<file path="src/hdl/bale_pkg.sv">
// Shared types, codes and constants of the bounded array list engine.
`timescale 1ns / 1ps
`default_nettype none
package bale_pkg;

  localparam int CAPACITY_DEF  = 64;
  localparam int WORD_BITS_DEF = 32;
  localparam int MAX_RUN       = 64;

  localparam int OP_W    = 4;
  localparam int POS_W   = 7;
  localparam int CNT_W   = 7;
  localparam int DATA_W  = 32;
  localparam int WHERE_W = 6;
  localparam int STAT_W  = 2;
  localparam int LEN_W   = 7;

  typedef enum logic [OP_W-1:0] {
    OP_APPEND = 4'd0,
    OP_REMOVE = 4'd1,
    OP_INSERT = 4'd2,
    OP_ERASE  = 4'd3,
    OP_READ   = 4'd4,
    OP_WRITE  = 4'd5,
    OP_REV    = 4'd6,
    OP_SORT   = 4'd7,
    OP_FIND   = 4'd8,
    OP_CLEAR  = 4'd9,
    OP_RANGE  = 4'd10
  } op_e;

  typedef enum logic [STAT_W-1:0] {
    STAT_OK   = 2'd0,
    STAT_ERR  = 2'd1,
    STAT_NONE = 2'd2
  } stat_e;

  typedef enum logic [4:0] {
    S_IDLE,
    S_DISP,
    S_RDOUT,
    S_SHUP,
    S_SHUP_WR,
    S_ERCHK,
    S_ERSH,
    S_ERSH_WR,
    S_REV_A,
    S_REV_B,
    S_REV_C,
    S_REV_D,
    S_SO_I,
    S_SO_LD,
    S_SO_J,
    S_SO_CMP,
    S_FI,
    S_FI_CMP,
    S_RG,
    S_RG_OUT,
    S_OUT
  } state_e;

endpackage
`default_nettype wire

</file>
<file path="src/hdl/bale_if.sv">
// Request and result channel interfaces of the list engine.
`timescale 1ns / 1ps
`default_nettype none
interface bale_in_if;
  logic                                valid;
  logic                                ready;
  logic [bale_pkg::OP_W-1:0]           operation;
  logic [bale_pkg::POS_W-1:0]          position;
  logic [bale_pkg::CNT_W-1:0]          range_count;
  logic signed [bale_pkg::DATA_W-1:0]  operand;
  modport source (output valid, operation, position, range_count, operand, input ready);
  modport sink   (input valid, operation, position, range_count, operand, output ready);
endinterface

interface bale_out_if;
  logic                                valid;
  logic                                ready;
  logic signed [bale_pkg::DATA_W-1:0]  word;
  logic [bale_pkg::WHERE_W-1:0]        where;
  logic [bale_pkg::STAT_W-1:0]         status;
  logic [bale_pkg::LEN_W-1:0]          current_length;
  logic                                last;
  modport source (output valid, word, where, status, current_length, last, input ready);
  modport sink   (input valid, word, where, status, current_length, last, output ready);
endinterface
`default_nettype wire

</file>
<file path="src/hdl/bounded_array_list_engine_core.sv">
// Top level: sequencer over the word store and its compare signals.
// Append, write, clear and errors answer from dispatch; read, remove and erase first read the store.
// Insert and erase shift one word per read and write pair; reverse reads both ends, then writes both.
// Sort compares every pair i<j as signed words, ascending; find scans up to MAX_RUN hits; range reads each word.
// One request at a time: a new request is taken only when the sequencer is back in idle.
// Reset clears length and control; store contents stay undefined until written.
`timescale 1ns / 1ps
`default_nettype none
module bounded_array_list_engine_core #(
  parameter int CAPACITY  = bale_pkg::CAPACITY_DEF,
  parameter int WORD_BITS = bale_pkg::WORD_BITS_DEF
) (
  input  wire logic  clk_i,
  input  wire logic  rst_ni,
  bale_in_if.sink    in_i,
  bale_out_if.source out_o
);
  import bale_pkg::*;

  localparam int CW = $clog2(CAPACITY + 1);
  localparam int AW = $clog2(CAPACITY);
  localparam int EW = ((CW > 7) ? CW : 7) + 1;

  state_e state_q, state_d, ret_q, ret_d;
  logic [OP_W-1:0]      op_q, op_d;
  logic [EW-1:0]        pos_q, pos_d, cnt_q, cnt_d;
  logic [WORD_BITS-1:0] val_q, val_d, ta_q, ta_d, pw_q, pw_d;
  logic [CW-1:0]        n_q, n_d;
  logic [EW-1:0]        i_q, i_d, j_q, j_d, k_q, k_d, ph_q, ph_d;
  logic                 pend_q, pend_d;
  logic [DATA_W-1:0]    ow_q, ow_d;
  logic [WHERE_W-1:0]   oh_q, oh_d;
  logic [STAT_W-1:0]    os_q, os_d;
  logic                 ol_q, ol_d;

  logic                 mem_we;
  logic [AW-1:0]        mem_waddr, mem_raddr;
  logic [WORD_BITS-1:0] mem_wdata, rdata;

  bale_mem #(.DEPTH(CAPACITY), .WIDTH(WORD_BITS)) u_mem (
    .clk_i   (clk_i),
    .we_i    (mem_we),
    .waddr_i (mem_waddr),
    .wdata_i (mem_wdata),
    .raddr_i (mem_raddr),
    .rdata_o (rdata)
  );

  logic [EW-1:0] ne;
  logic c_app, c_pop, c_ins, c_pos, c_rng, c_shup, c_ersh, c_rev, c_iltn, c_jltn;
  logic c_eq, c_gt, c_fi, c_rlast, c_acc;

  assign ne      = EW'(n_q);
  assign c_app   = n_q < CW'(CAPACITY);
  assign c_pop   = n_q != '0;
  assign c_ins   = c_app && (pos_q <= ne);
  assign c_pos   = pos_q < ne;
  assign c_rng   = (cnt_q != '0) && (cnt_q <= EW'(MAX_RUN)) && ((pos_q + cnt_q) <= ne);
  assign c_shup  = i_q > pos_q;
  assign c_ersh  = (i_q + 1'b1) < ne;
  assign c_rev   = i_q < (ne >> 1);
  assign c_iltn  = i_q < ne;
  assign c_jltn  = j_q < ne;
  assign c_eq    = rdata == val_q;
  assign c_gt    = $signed(ta_q) > $signed(rdata);
  assign c_fi    = c_iltn && (k_q < EW'(MAX_RUN));
  assign c_rlast = (i_q + 1'b1) == j_q;
  assign c_acc   = in_i.valid && in_i.ready;

  function automatic logic [DATA_W-1:0] from_word(input logic [WORD_BITS-1:0] w);
    return DATA_W'($signed(w));
  endfunction

  always_comb begin
    state_d = state_q;
    case (state_q)
      S_IDLE:  if (c_acc) state_d = S_DISP;
      S_DISP: begin
        case (op_q)
          OP_REMOVE: state_d = c_pop ? S_RDOUT : S_OUT;
          OP_READ:   state_d = c_pos ? S_RDOUT : S_OUT;
          OP_INSERT: state_d = c_ins ? S_SHUP : S_OUT;
          OP_ERASE:  state_d = c_pos ? S_ERCHK : S_OUT;
          OP_REV:    state_d = S_REV_A;
          OP_SORT:   state_d = S_SO_I;
          OP_FIND:   state_d = S_FI;
          OP_RANGE:  state_d = c_rng ? S_RG : S_OUT;
          default:   state_d = S_OUT;
        endcase
      end
      S_RDOUT:   state_d = S_OUT;
      S_SHUP:    state_d = c_shup ? S_SHUP_WR : S_OUT;
      S_SHUP_WR: state_d = S_SHUP;
      S_ERCHK:   state_d = c_eq ? S_ERSH : S_OUT;
      S_ERSH:    state_d = c_ersh ? S_ERSH_WR : S_OUT;
      S_ERSH_WR: state_d = S_ERSH;
      S_REV_A:   state_d = c_rev ? S_REV_B : S_OUT;
      S_REV_B:   state_d = S_REV_C;
      S_REV_C:   state_d = S_REV_D;
      S_REV_D:   state_d = S_REV_A;
      S_SO_I:    state_d = c_iltn ? S_SO_LD : S_OUT;
      S_SO_LD:   state_d = S_SO_J;
      S_SO_J:    state_d = c_jltn ? S_SO_CMP : S_SO_I;
      S_SO_CMP:  state_d = S_SO_J;
      S_FI:      state_d = c_fi ? S_FI_CMP : S_OUT;
      S_FI_CMP:  state_d = (c_eq && pend_q) ? S_OUT : S_FI;
      S_RG:      state_d = S_RG_OUT;
      S_RG_OUT:  state_d = S_OUT;
      S_OUT:     if (out_o.ready) state_d = ret_q;
      default:   state_d = S_IDLE;
    endcase
  end

  always_comb begin
    op_d = op_q; pos_d = pos_q; cnt_d = cnt_q; val_d = val_q;
    n_d = n_q; i_d = i_q; j_d = j_q; k_d = k_q; ta_d = ta_q;
    pend_d = pend_q; pw_d = pw_q; ph_d = ph_q; ret_d = ret_q;
    ow_d = ow_q; oh_d = oh_q; os_d = os_q; ol_d = ol_q;
    mem_we = 1'b0; mem_waddr = i_q[AW-1:0]; mem_wdata = rdata; mem_raddr = i_q[AW-1:0];
    case (state_q)
      S_IDLE: begin
        op_d  = in_i.operation;
        pos_d = EW'(in_i.position);
        cnt_d = EW'(in_i.range_count);
        val_d = WORD_BITS'(in_i.operand);
        ret_d = S_IDLE;
        ow_d = '0; oh_d = '0; os_d = STAT_ERR; ol_d = 1'b1;
      end
      S_DISP: begin
        case (op_q)
          OP_APPEND: if (c_app) begin
            mem_we = 1'b1; mem_waddr = ne[AW-1:0]; mem_wdata = val_q;
            n_d = n_q + 1'b1; oh_d = WHERE_W'(n_q); os_d = STAT_OK;
          end
          OP_REMOVE: begin
            i_d = ne - 1'b1; mem_raddr = i_d[AW-1:0];
          end
          OP_READ: begin
            i_d = pos_q; mem_raddr = pos_q[AW-1:0];
          end
          OP_INSERT: i_d = ne;
          OP_ERASE: mem_raddr = pos_q[AW-1:0];
          OP_WRITE: if (c_pos) begin
            mem_we = 1'b1; mem_waddr = pos_q[AW-1:0]; mem_wdata = val_q;
            oh_d = WHERE_W'(pos_q); os_d = STAT_OK;
          end
          OP_REV: begin
            i_d = '0; j_d = ne - 1'b1;
          end
          OP_SORT: i_d = '0;
          OP_FIND: begin
            i_d = '0; k_d = '0; pend_d = 1'b0;
          end
          OP_CLEAR: begin
            n_d = '0; os_d = STAT_OK;
          end
          OP_RANGE: begin
            i_d = pos_q; j_d = pos_q + cnt_q;
          end
          default: os_d = STAT_ERR;
        endcase
      end
      S_RDOUT: begin
        ow_d = from_word(rdata); oh_d = WHERE_W'(i_q); os_d = STAT_OK;
        if (op_q == OP_REMOVE) n_d = n_q - 1'b1;
      end
      S_SHUP: begin
        if (c_shup) begin
          mem_raddr = AW'(i_q - 1'b1);
        end else begin
          mem_we = 1'b1; mem_waddr = pos_q[AW-1:0]; mem_wdata = val_q;
          n_d = n_q + 1'b1; oh_d = WHERE_W'(pos_q); os_d = STAT_OK;
        end
      end
      S_SHUP_WR: begin
        mem_we = 1'b1; i_d = i_q - 1'b1;
      end
      S_ERCHK: i_d = pos_q;
      S_ERSH: begin
        if (c_ersh) begin
          mem_raddr = AW'(i_q + 1'b1);
        end else begin
          n_d = n_q - 1'b1; oh_d = WHERE_W'(pos_q); os_d = STAT_OK;
        end
      end
      S_ERSH_WR: begin
        mem_we = 1'b1; i_d = i_q + 1'b1;
      end
      S_REV_A: if (!c_rev) os_d = STAT_OK;
      S_REV_B: begin
        ta_d = rdata; mem_raddr = j_q[AW-1:0];
      end
      S_REV_C: mem_we = 1'b1;
      S_REV_D: begin
        mem_we = 1'b1; mem_waddr = j_q[AW-1:0]; mem_wdata = ta_q;
        i_d = i_q + 1'b1; j_d = j_q - 1'b1;
      end
      S_SO_I: begin
        j_d = i_q + 1'b1;
        if (!c_iltn) os_d = STAT_OK;
      end
      S_SO_LD: ta_d = rdata;
      S_SO_J: begin
        mem_raddr = j_q[AW-1:0];
        if (!c_jltn) begin
          mem_we = 1'b1; mem_wdata = ta_q; i_d = i_q + 1'b1;
        end
      end
      S_SO_CMP: begin
        if (c_gt) begin
          mem_we = 1'b1; mem_waddr = j_q[AW-1:0]; mem_wdata = ta_q; ta_d = rdata;
        end
        j_d = j_q + 1'b1;
      end
      S_FI: begin
        if (!c_fi) begin
          ret_d = S_IDLE; ol_d = 1'b1;
          if (pend_q) begin
            ow_d = from_word(pw_q); oh_d = WHERE_W'(ph_q); os_d = STAT_OK;
          end else begin
            ow_d = '0; oh_d = '0; os_d = STAT_NONE;
          end
        end
      end
      S_FI_CMP: begin
        i_d = i_q + 1'b1;
        if (c_eq) begin
          if (pend_q) begin
            ow_d = from_word(pw_q); oh_d = WHERE_W'(ph_q); os_d = STAT_OK;
            ol_d = 1'b0; ret_d = S_FI;
          end
          pend_d = 1'b1; pw_d = rdata; ph_d = i_q; k_d = k_q + 1'b1;
        end
      end
      S_RG_OUT: begin
        ow_d = from_word(rdata); oh_d = WHERE_W'(i_q); os_d = STAT_OK;
        ol_d = c_rlast; ret_d = c_rlast ? S_IDLE : S_RG;
        i_d = i_q + 1'b1;
      end
      default: ;
    endcase
  end

  always_ff @(posedge clk_i or negedge rst_ni) begin
    if (!rst_ni) begin
      state_q <= S_IDLE;
      ret_q   <= S_IDLE;
      n_q     <= '0;
      pend_q  <= 1'b0;
    end else begin
      state_q <= state_d;
      ret_q   <= ret_d;
      n_q     <= n_d;
      pend_q  <= pend_d;
    end
  end

  always_ff @(posedge clk_i) begin
    op_q <= op_d; pos_q <= pos_d; cnt_q <= cnt_d; val_q <= val_d;
    i_q <= i_d; j_q <= j_d; k_q <= k_d; ta_q <= ta_d; pw_q <= pw_d; ph_q <= ph_d;
    ow_q <= ow_d; oh_q <= oh_d; os_q <= os_d; ol_q <= ol_d;
  end

  assign in_i.ready           = state_q == S_IDLE;
  assign out_o.valid          = state_q == S_OUT;
  assign out_o.word           = ow_q;
  assign out_o.where          = oh_q;
  assign out_o.status         = os_q;
  assign out_o.current_length = LEN_W'(n_q);
  assign out_o.last           = ol_q;

  a_len_bound: assert property (@(posedge clk_i) disable iff (!rst_ni)
    n_q <= CW'(CAPACITY)) else $error("length above capacity");
  a_no_overlap: assert property (@(posedge clk_i) disable iff (!rst_ni)
    !(in_i.ready && out_o.valid)) else $error("request taken while result pending");
  a_idle_no_write: assert property (@(posedge clk_i) disable iff (!rst_ni)
    (state_q == S_IDLE || state_q == S_OUT) |-> !mem_we) else $error("store write while idle");
  a_accept_disp: assert property (@(posedge clk_i) disable iff (!rst_ni)
    c_acc |=> state_q == S_DISP) else $error("accepted request not dispatched");
endmodule
`default_nettype wire

</file>
<file path="src/hdl/bale_mem.sv">
// Word store: one write port, one registered read port.
`timescale 1ns / 1ps
`default_nettype none
module bale_mem #(
  parameter int DEPTH = bale_pkg::CAPACITY_DEF,
  parameter int WIDTH = bale_pkg::WORD_BITS_DEF
) (
  input  wire logic                     clk_i,
  input  wire logic                     we_i,
  input  wire logic [$clog2(DEPTH)-1:0] waddr_i,
  input  wire logic [WIDTH-1:0]         wdata_i,
  input  wire logic [$clog2(DEPTH)-1:0] raddr_i,
  output      logic [WIDTH-1:0]         rdata_o
);
  logic [WIDTH-1:0] mem [DEPTH];

  always_ff @(posedge clk_i) begin
    if (we_i) begin
      mem[waddr_i] <= wdata_i;
    end
  end

  always_ff @(posedge clk_i) begin
    rdata_o <= mem[raddr_i];
  end
endmodule
`default_nettype wire

</file>
<file path="src/flat_wrapper.sv">
// flat-port wrapper written by rule: the top's interface ports become plain ports
module bounded_array_list_engine_core_flat import bale_pkg::*;
#(
  parameter int CAPACITY  = bale_pkg::CAPACITY_DEF,
  parameter int WORD_BITS = bale_pkg::WORD_BITS_DEF
)
  (clk_i, rst_ni, in_i_valid, in_i_operation, in_i_position, in_i_range_count, in_i_operand, in_i_ready, out_o_valid, out_o_word, out_o_where, out_o_status, out_o_current_length, out_o_last, out_o_ready);
  bale_in_if in_i_i ();
  bale_out_if out_o_i ();
  input  wire logic clk_i;
  input  wire logic rst_ni;
  input wire logic [$bits(in_i_i.valid)-1:0] in_i_valid;
  input wire logic [$bits(in_i_i.operation)-1:0] in_i_operation;
  input wire logic [$bits(in_i_i.position)-1:0] in_i_position;
  input wire logic [$bits(in_i_i.range_count)-1:0] in_i_range_count;
  input wire logic [$bits(in_i_i.operand)-1:0] in_i_operand;
  output wire logic [$bits(in_i_i.ready)-1:0] in_i_ready;
  output wire logic [$bits(out_o_i.valid)-1:0] out_o_valid;
  output wire logic [$bits(out_o_i.word)-1:0] out_o_word;
  output wire logic [$bits(out_o_i.where)-1:0] out_o_where;
  output wire logic [$bits(out_o_i.status)-1:0] out_o_status;
  output wire logic [$bits(out_o_i.current_length)-1:0] out_o_current_length;
  output wire logic [$bits(out_o_i.last)-1:0] out_o_last;
  input wire logic [$bits(out_o_i.ready)-1:0] out_o_ready;
  assign in_i_i.valid = in_i_valid;
  assign in_i_i.operation = in_i_operation;
  assign in_i_i.position = in_i_position;
  assign in_i_i.range_count = in_i_range_count;
  assign in_i_i.operand = in_i_operand;
  assign in_i_ready = in_i_i.ready;
  assign out_o_valid = out_o_i.valid;
  assign out_o_word = out_o_i.word;
  assign out_o_where = out_o_i.where;
  assign out_o_status = out_o_i.status;
  assign out_o_current_length = out_o_i.current_length;
  assign out_o_last = out_o_i.last;
  assign out_o_i.ready = out_o_ready;
  bounded_array_list_engine_core #(.CAPACITY(CAPACITY), .WORD_BITS(WORD_BITS)) u_core (.clk_i(clk_i), .rst_ni(rst_ni), .in_i(in_i_i), .out_o(out_o_i));
endmodule
</file>
<file path="config.mk">
export PLATFORM = sky130hd
export DESIGN_NAME = bounded_array_list_engine_core_flat
export DESIGN_NICKNAME = d
export VERILOG_FILES = /design/src/hdl/bale_pkg.sv /design/src/hdl/bale_if.sv /design/src/hdl/bounded_array_list_engine_core.sv /design/src/hdl/bale_mem.sv /design/src/flat_wrapper.sv
export SDC_FILE = /design/constraint.sdc
export NUM_CORES = 2
export LEC_CHECK = 0
export ABC_AREA = 1
export BUFFER_PORTS_ARGS = -buffer_cell sky130_fd_sc_hd__buf_2
export CAP_MARGIN = 40
export CORE_UTILIZATION = 40
export DETAILED_ROUTE_END_ITERATION = 8
export GPL_ROUTABILITY_DRIVEN = 0
export SYNTH_ARGS = -nofsm -noshare
export SYNTH_HDL_FRONTEND = slang
export SYNTH_HIERARCHICAL = 1
export SYNTH_SLANG_ARGS = --single-unit
</file>
<file path="constraint.sdc">
create_clock -name clk_i -period 14.7 [get_ports clk_i]
set_clock_uncertainty 0.1 [all_clocks]
set_input_delay 2.94 -clock clk_i [delete_from_list [all_inputs] [get_ports clk_i]]
set_output_delay 2.94 -clock clk_i [all_outputs]
set_load 0.01 [all_outputs]
</file>
==> run summary <==
sequential area share after synthesis - 70.6%
synthesized area per cell - 11.4 um^2
status - finished clean
post-synth top area share - 69.5%
pin count of the biggest net entering global routing - 189
gr ovfl total - 0
TritonCTS clock tree - done
GRT Overall Usage - 24.2%
multi-input logic area - 0.0258 mm^2
Vias/cell - 5.68
final setup margin - 6.73 ns
#FFs+latches synth - 2,280
Total Nets Final - 8,613
vias - 67,200
Post-CTS Setup Bufs - 0
share of cells above drive strength 1 - 9.08%
Gate Count Post-Synth - 8,439
antenna viol nets, final - 0
post-synth cell types - 54
type of the tightest min-delay check - flip-flop to flip-flop
Fmax - 126 MHz
max_slew headroom - 24.0%
Tcrit/Tclk final - 54.2%
DRC violation count after routing - 0
routed len/inst - 25.3 um
vias in the first global route - 62,800
1st-pass router iterations - 6
synthesized area - 0.0965 mm^2
cell total after placement - 11,400
dpl hpwl - 161 mm
CTS Buffer Depth - 3
Fin Setup TNS - 0 ns
initial drt markers - 8,951
final count of hold timing violations - 0
Post-synth top flop - edfxtp_1
final non-filler cell total - 11,800
port buffer count - 103
Synth area leader - edfxtp_1
initial antenna violation count - 11
RSZ-0062 raised after global routing - no
CTS Hold Buffers Added - 0
area growth from synthesis to layout - 12.1%
worst slew pin tran - 1.14 ns
starting density of the core - 40.4%
row count - 179
clock slew at reported path FFs - 0.06 ns
worst slack at placement - 6.89 ns
# setup viols final - 0
clock root cell - clkbuf_16
CTS resizes - 0
Die H - 493 um
Num CTS Buffers - 225
Seq. cell area - 0.0681 mm^2
DRT Wirelength - 299 mm
Post-synth ARST share - 0.658%
Critical Path Start Type - flip-flop
Worst EP required - 15.33 ns
Worst Path Arrival - 8.60 ns
fillers - 21,600
top post-synthesis cells by area - edfxtp_1 (70%), nand2_1 (10%), nand3_1 (10%), buf_2 (1.4%), ha_1 (1.2%)
Mapped Nets - 8,590
Crit Path Category - flip-flop to flip-flop
Die Width - 493 um
clk_lat worst skew - 0.90 ns
Crit. End Element - flip-flop
H-tree lvl count - 4
CTS Sinks - 2,280
Max Cap Viol - 0
final hold slack - 0.428 ns
first-pass GRT wire length - 433 mm
I/O Pins - 104
Post-synth EDFFs - 2,233
post-layout min period - 7.97 ns
commonest cells in the synthesized netlist - nand2_1 (2,627), edfxtp_1 (2,233), nand3_1 (1,967)
Placeable Area - 0.239 mm^2
die area - 0.243 mm^2
crit-path max FO - 145
warnings from Yosys - 6
top-count cell post-synth - nand2_1
final slew viol count - 0
layout make-up:
type / instances / area share, %
clock buffers: 297 / 5.56
flip-flops and latches: 2280 / 62.9
multi-input cells: 5461 / 23.9
well taps: 3167 / 3.66
diodes: 4 / 0.00925
repair buffers: 288 / 2.18
clock inverters: 129 / 1.04
inverters: 206 / 0.755
flip-flops by register name (all words and copies together) (netlist names), 8 cells and up:
name and cells:
u_core/i_q 8, u_core/ta_q 32, u_core/pw_q 32, u_core/j_q 8, u_core/k_q 8, u_core/val_q 32, u_core/out_o.word 32, u_core/u_mem/rdata_o 32
u_core/u_mem/mem 2048
stage by stage:
step	utilization [%]	instance area, um^2
finish	45.3	108000
floorplan	-	96500
detailed placement	42.3	101000
global route	45.3	108000
global placement	42.1	100000
CTS	45.3	108000
final timing paths:
kind	startpoint	to	slack [ns]	depth (start not counted)
max in group asynchronous	rst_ni	u_core/state_q[3]$_DFFE_PN0P_	12.33	1
min in group asynchronous	rst_ni	u_core/out_o.current_length[6]$_DFFE_PN0P_	1.86	1
min	u_core/ret_q[4]$_DFFE_PN0P_	u_core/ret_q[4]$_DFFE_PN0P_	0.43	2
min reg2reg	u_core/ret_q[4]$_DFFE_PN0P_	u_core/ret_q[4]$_DFFE_PN0P_	0.43	2
max reg2reg	u_core/i_q[0]$_DFFE_PP_	u_core/u_mem/rdata_o[3]$_DFF_P_	6.73	27
max	u_core/i_q[0]$_DFFE_PP_	u_core/u_mem/rdata_o[3]$_DFF_P_	6.73	27
cells by family after synthesis:
family | Yosys count | share of synthesized area [%]
xor+xnor | 45 | 0.409
buf+inv | 698 | 3.38
compound gates | 364 | 2.12
flops | 2280 | 70.6
fa+ha+maj | 97 | 1.27
simple gates | 4955 | 22.3
routing by layer:
layer  up-vias  GRT usage (%)  wire [um]
met4         6           9.63      12200
met5         -              0         39
met2      3615           37.3     135000
met3       572           4.61      31100
li1      30000              -          -
met1     33000           33.6     121000
placed cells by master, fill, tap and decap left out, types with 5 or more instances in the layout:
master     count
nor2_4        64
nand3_1     1967
buf_4        154
o2111ai_1      9
clkinv_8       5
inv_1        174
o221ai_1      10
buf_2        103
nor3_1        22
buf_16        14
xor2_1        27
nor2_2        12
inv_2         23
nor2_1       149
nor3_2         5
o211ai_1      11
xnor2_1       18
clkinv_2      41
dfxtp_1       32
o22ai_1       20
a21oi_1      169
buf_8          5
clkbuf_1      63
o21ai_0       78
dfrtp_1       15
clkinv_1      59
inv_6          7
a21o_1         5
nand2_1     2595
o21ai_1       30
edfxtp_1    2233
clkbuf_8       7
ha_1          95
buf_12        11
clkbuf_16    227
nand4_1       61
bufinv_16     14
or2_2         17
nor4_1         5
nand2_2       43
worst max-delay path, stage by stage (launching register included):
cell and delay [ns]:
edfxtp_1 0.67, inv_1 0.36, nor3_4 0.29, nand2_1 0.12, o21ai_0 0.20, nand2_1 0.20
inv_1 0.12, ha_1 0.25, a21oi_1 0.18, o211ai_2 0.11, inv_2 0.05, nand2_1 0.09
nand2_1 0.11, nand2_1 0.14, nor2_1 0.38, o221ai_4 0.37, inv_8 0.53, buf_12 0.56
buf_4 0.70, buf_4 0.48, buf_16 0.30, nand3_1 0.12, nand3_1 0.11, nand3_1 0.10
nand3_1 0.34, nand2_1 0.18, nand2_1 0.27, nand2_1 0.08
Power is left out: the tool's default activity adds up to more than one toggle a clock period on the data nets, which glitch-free logic cannot reach.
